<file path="src/hdl/zbr_pkg.sv">
`default_nettype none
package zbr_pkg;
    localparam int MaxWidth = 256;
    localparam int MaxHeight = 256;
    localparam int SubpixelBits = 4;
    localparam int StoreSize = MaxWidth * MaxHeight;
    localparam int AddrW = $clog2(StoreSize);
    localparam int XW = $clog2(MaxWidth);
    localparam int YW = $clog2(MaxHeight);
    localparam logic [23:0] FarDepth = 24'hFFFFFF;
    localparam logic [16:0] CountMax = 17'h1FFFF;
    localparam logic [1:0] ModeClear = 2'd0;
    localparam logic [1:0] ModeDraw = 2'd1;
    localparam logic [1:0] ModeRead = 2'd2;
    localparam logic CfgWidth = 1'b0;
    localparam logic CfgHeight = 1'b1;
endpackage
`default_nettype wire

</file>
<file path="src/hdl/zbr_div.sv">
`default_nettype none
module zbr_div import zbr_pkg::*; (
    input  wire logic        aclk,
    input  wire logic        aresetn,
    input  wire logic        start,
    input  wire logic [75:0] num,
    input  wire logic [37:0] den,
    output logic             done,
    output logic [75:0]      quo
);
    logic [75:0] q_reg;
    logic [38:0] r_reg;
    logic [6:0]  cnt_reg;
    logic        busy_reg;
    logic [38:0] trial;
    logic [38:0] sub;

    // restoring division, one quotient bit per cycle
    always_comb begin
        trial = {r_reg[37:0], q_reg[75]};
        sub   = trial - {1'b0, den};
    end

    always_ff @(posedge aclk) begin
        if (!aresetn) begin
            busy_reg <= 1'b0;
            done     <= 1'b0;
            cnt_reg  <= '0;
        end else begin
            done <= !start && busy_reg && (cnt_reg == 7'd1);
            if (start) begin
                busy_reg <= 1'b1;
                q_reg    <= num;
                r_reg    <= '0;
                cnt_reg  <= 7'd76;
            end else if (busy_reg) begin
                if (!sub[38]) begin
                    r_reg <= sub;
                    q_reg <= {q_reg[74:0], 1'b1};
                end else begin
                    r_reg <= trial;
                    q_reg <= {q_reg[74:0], 1'b0};
                end
                cnt_reg <= cnt_reg - 7'd1;
                if (cnt_reg == 7'd1) begin
                    busy_reg <= 1'b0;
                end
            end
        end
    end
    assign quo = q_reg;
endmodule
`default_nettype wire

</file>
<file path="config.mk">
export PLATFORM = sky130hd
export DESIGN_NAME = zbr_div
export DESIGN_NICKNAME = d
export VERILOG_FILES = /design/src/hdl/zbr_pkg.sv /design/src/hdl/zbr_div.sv
export SDC_FILE = /design/constraint.sdc
export NUM_CORES = 1
export LEC_CHECK = 0
export BUFFER_PORTS_ARGS = -buffer_cell sky130_fd_sc_hd__buf_2
export CAP_MARGIN = 20
export CORE_MARGIN = 2
export CORE_UTILIZATION = 49
export CTS_CLUSTER_SIZE = 8
export DETAILED_ROUTE_END_ITERATION = 10
export GPL_ROUTABILITY_DRIVEN = 0
export PLACE_DENSITY = 0.88
export SLEW_MARGIN = 15
export SYNTH_ARGS = -nofsm -noshare
export SYNTH_HDL_FRONTEND = slang
export SYNTH_SLANG_ARGS = --single-unit
export TNS_END_PERCENT = 10
</file>
<file path="constraint.sdc">
create_clock -name aclk -period 4.1 [get_ports aclk]
set_input_delay 0.82 -clock aclk [delete_from_list [all_inputs] [get_ports aclk]]
set_output_delay 0.82 -clock aclk [all_outputs]
set_load 0.05 [all_outputs]
</file>
Word-level counts from Yosys, hierarchy flattened
Cells that the tools add are included.
{ "word_totals": {"ff_bits": 123, "input_bits": 117, "output_inout_bits": 77, "word_cells": 26} }
{ "op_classes": {"n_addsub": 2, "n_eq_ne": 1, "n_mux": 10, "bitwise": 1, "n_reduce_logical": 6} }
{ "ops": {"columns": ["cell", "n"], "rows": [
  ["2-to-1 mux 76 bit", 2],
  ["2-to-1 mux 38 bit", 2],
  ["subtractor 39 x 38 -> 39 bit", 1],
  ["2-to-1 mux 7 bit", 2],
  ["== test 7 x 1 -> 1 bit (second input constant)", 1],
  ["subtractor 7 x 1 -> 7 bit (second input constant)", 1],
  ["2-to-1 mux 1 bit", 4],
  ["logical AND 1 bit", 2],
  ["AND reduction 2 bit", 1],
  ["nonzero test 2 bit", 1],
  ["OR reduction 2 bit", 1],
  ["logical NOT 1 bit", 1],
  ["inverter 1 bit", 1]
]} }

Logic depth before layout (Yosys ltp)
{ "depth": {"ltp_word": 4, "mapped_depth": 15, "mapped_depth_nobuf": 13} }

Worst setup path before layout
OpenSTA, ideal clock, no wires.
{ "synth_path": {"path_kind": "in2reg", "from": "in start", "to": "reg busy_reg", "setup_ps": 70, "arrival_time_ps": 4379, "t_required_ps": 4030, "slack_ps": -349, "path_stages": 4, "cell_sequence": "clkbuf_1 > clkbuf_1 > o21a_1 > o41a_1"} }
{ "synth_between": {"elab_chain_len": 1} }
{ "synth_rtl": {"columns": ["element", "line_no", "text"], "rows": [
  ["start, declared", "zbr_div.sv:5", "input wire logic start,"],
  ["2-to-1 mux 1 bit", "zbr_div.sv:31", "if (start) begin"],
  ["end signal, assigned", "zbr_div.sv:26", "busy_reg <= 1'b0;"],
  ["end signal, assigned", "zbr_div.sv:32", "busy_reg <= 1'b1;"],
  ["end signal, assigned", "zbr_div.sv:46", "busy_reg <= 1'b0;"],
  ["end, declared", "zbr_div.sv:14", "logic busy_reg;"]
]} }
Every way passes these cells.
A chain may end at the register's enable or synchronous reset.

Worst setup path in the final report
{ "layout_path": {"from": "in den[9]", "to": "reg r_reg[10], data pin"} }
{ "layout_between": {"elab_chain_len": 3} }
{ "layout_rtl": {"columns": ["element", "line_no", "text"], "rows": [
  ["start, declared", "zbr_div.sv:7", "input wire logic [37:0] den,"],
  ["subtractor 39 x 38 -> 39 bit", "zbr_div.sv:21", "sub = trial - {1'b0, den};"],
  ["2-to-1 mux 38 bit", "zbr_div.sv:37", "if (!sub[38]) begin"],
  ["2-to-1 mux 38 bit", "zbr_div.sv:36", "end else if (busy_reg) begin"],
  ["end signal, assigned", "zbr_div.sv:38", "r_reg <= sub;"],
  ["end signal, assigned", "zbr_div.sv:41", "r_reg <= trial;"],
  ["end, declared", "zbr_div.sv:12", "logic [38:0] r_reg;"]
]} }
Every way passes these cells. The select of a mux whose other input is x is not followed.

==> results.toml <==
[clocking]
htreeDepth = 4
cts_tree = "yes"
clock-root-buffer = "clkbuf_16"
cts_buffer_depth = 2
postCtsSetupBuffers = 0
post_cts_resize_count = 0
numCtsBuffers = 17
clock-sinks = 123
clkLatencyLatePin_ns = 0.42
holdBufCountCts = 0
clkTransAtPathRegs_ns = 0.06

[global_routing]
grt_antenna_before_repair = 3
grt_pass1_vias = 5989
grt_max_degree = 77
overflow = 0
grt_usage = 0.2294
grt_pass1_wl_um = 29150

[power]
p_sw_frac = 0.3249
power_density_nw_per_um2 = 464.5
leakagePower_nw = 4.099
switchingPower_mw = 1.412
internal-power_mw = 2.934
comb_power_share = 0.284
clockPowerShare = 0.353
p_seq_frac = 0.363
vdd_ir_drop_max_mv = 0.4579

[sta]
rsz0062_at_grt = "false"
setup_viol = 0
worstMarginPinSlew_ns = 0.8495
hold_viol = 0
fin_setup_tns_ns = 0
finalCritPeriodShare = 0.8690
clock_skew_ns = 0.01099
fin_crit_ns = 3.563
fmax_mhz = 280.7
timing.slew.headroom = 0.4337
drv_slew = 0

[synth]
synth_area_sq_um = 7527
synth_warnings = 0
post_synth_num_cell_types = 57
ys_ff_latch = 123
synth_top_flop_cell = "edfxtp_1"
synth_area_per_cell_sq_um = 11.10
synth_cells = 678
synth_edf_count = 114
syn_nets = 836
synthArstFlopShare = 0
synth-seq-area-share = 0.4787

[drt]
vias_per_cell = 5.580
num_vias = 5999
drc = 0
wl_per_cell_um = 17.27
routed_wirelength_um = 18570
dr.first_iter.drc_count = 395
ant_nets = 0
first_pass_iters = 5

[layout]
drive_above_1_share = 0.3582
stdcell_count = 1075
largest_reg_flops = 76
area_growth_pct = 24.30
final_cell_mix = "buf_2 (192), edfxtp_1 (114), mux2_2 (75), nor2_1 (55), inv_1 (53)"
final_nets = 1030
final_common_cell = "buf_2"

[setup_path]
r2r_slack_ns = 0.61
crit_path_end_kind = "flip-flop"
max_stage_delay_ns = 0.38
worst_setup_path_start_kind = "primary input"
critPathTopFamily = "simple AND/OR/NAND/NOR gates"
worstPathCellList = "buf_2 -> inv_1 -> ha_1 -> a211oi_1 -> nor2_1 -> nor3_1 -> a311oi_2 -> nor3_1 -> o41ai_2 -> buf_4 -> xor2_4 -> buf_4 -> buf_12 -> mux2i_1 -> nor2_1"
critPathArrivalTime_ns = 3.71
critPathKind = "primary input to flip-flop"
worst-path-max-fanout = 11
crit_buf_inv = 5
slowest_stage = "ha_1"
crit_required_ns = 4.25

[floorplanning]
die_width_um = 127.9
ios = 194
core_area_sq_um = 15090
dieHeight_um = 127.9
dieArea_sq_um = 16370
start_util = 0.4988
rows = 45

[place]
hpwl_um = 13730
io_buffers = 193
dpl.cell_count = 1041

[flow_run]
cap_violations = 0

[min_path]
min_path_type = "flip-flop to flip-flop"

[status]
status = "finished clean"
path summary, 6_finish.rpt:
| path | cells after the start | startpoint | to |
|---|---|---|---|
| min | 1 | cnt_reg[6]$_SDFFE_PN0N_ | done$_SDFF_PN0_ |
| max | 15 | den[9] | r_reg[10]$_SDFFCE_PP0P_ |
| max reg2reg | 16 | quo[75]$_DFFE_PP_ | r_reg[10]$_SDFFCE_PP0P_ |
| min reg2reg | 1 | cnt_reg[6]$_SDFFE_PN0N_ | done$_SDFF_PN0_ |
power groups by stage:
stage	registers [mW]	clock network, mW	logic, mW
finish	1.58	1.53	1.23
floorplan	1.75	0	0.749
CTS	1.58	1.56	1.23
global placement	1.60	0	1.19
detailed placement	1.60	0	1.22
global route	1.59	1.61	1.35
Yosys cell counts (all sizes together), types with 8 or more instances:
| cell type | instances | area share |
|---|---|---|
| edfxtp | 114 | 0.45 |
| mux2 | 75 | 0.11 |
| nor2 | 55 | 0.027 |
| inv | 54 | 0.027 |
| ha | 40 | 0.066 |
| nand2 | 40 | 0.020 |
| a21oi | 35 | 0.023 |
| mux2i | 26 | 0.035 |
| xnor2 | 22 | 0.026 |
| a21o | 21 | 0.021 |
| o21ai | 21 | 0.014 |
| clkbuf | 19 | 0.0095 |
| xor2 | 15 | 0.017 |
| a31oi | 10 | 0.0083 |
| nand3 | 10 | 0.0066 |
| nand4 | 10 | 0.0083 |
| nor3 | 10 | 0.0066 |
| buf | 9 | 0.0063 |
| dfxtp | 9 | 0.024 |
| a211oi | 8 | 0.0080 |
stage by stage:
step | cell area, sq um | total power, mW | hold WS [ns] | setup WS [ns] | util
2_1_floorplan | 7528 | 2.504 | 0.4403 | 0.5681 | -
3_3_place_gp | 8751 | 2.789 | 0.4768 | 0.2296 | 0.5799
3_5_place_dp | 8751 | 2.823 | 0.4714 | 0.07915 | 0.5799
4_1_cts | 9351 | 4.366 | 0.4812 | 0.5136 | 0.6197
5_1_grt | 9356 | 4.547 | 0.4902 | 0.3234 | 0.6201
6_report | 9356 | 4.346 | 0.4798 | 0.5370 | 0.6201
layer usage:
metal / share of wire / up-vias / track usage
met5: 0.00065 / - / 0
met2: 0.50 / 217 / 0.3948
met1: 0.40 / 2836 / 0.2655
li1: - / 2904 / -
met3: 0.074 / 40 / 0.07721
met4: 0.025 / 2 / 0.08727
logic make-up (layout without fill, tap and decap cells):
logic type | after synthesis | after routing | synth area share
other | 0 | 2 | 0
muxes | 101 | 101 | 0.1468
xor gates and xnor gates | 37 | 37 | 0.04305
and+or+nand+nor | 156 | 156 | 0.09708
AOI/OAI and AO/OA | 138 | 138 | 0.1225
adders and majority gates | 41 | 41 | 0.06915
DFF | 123 | 123 | 0.4787
buffers and inverters | 82 | 289 | 0.04272
final cells by class:
class                      instances  area [sq um]
clock inverter                    15         175.2
tap                              188         235.2
fill                            1210          5733
clock buffer                      17         425.4
multi-input combinational        473          3628
timing repair buffer             203          1081
inverter                          54         202.7
antenna                            2         5.005
sequential                       123          3603
Note: power is estimated with default switching activity, not from simulation.
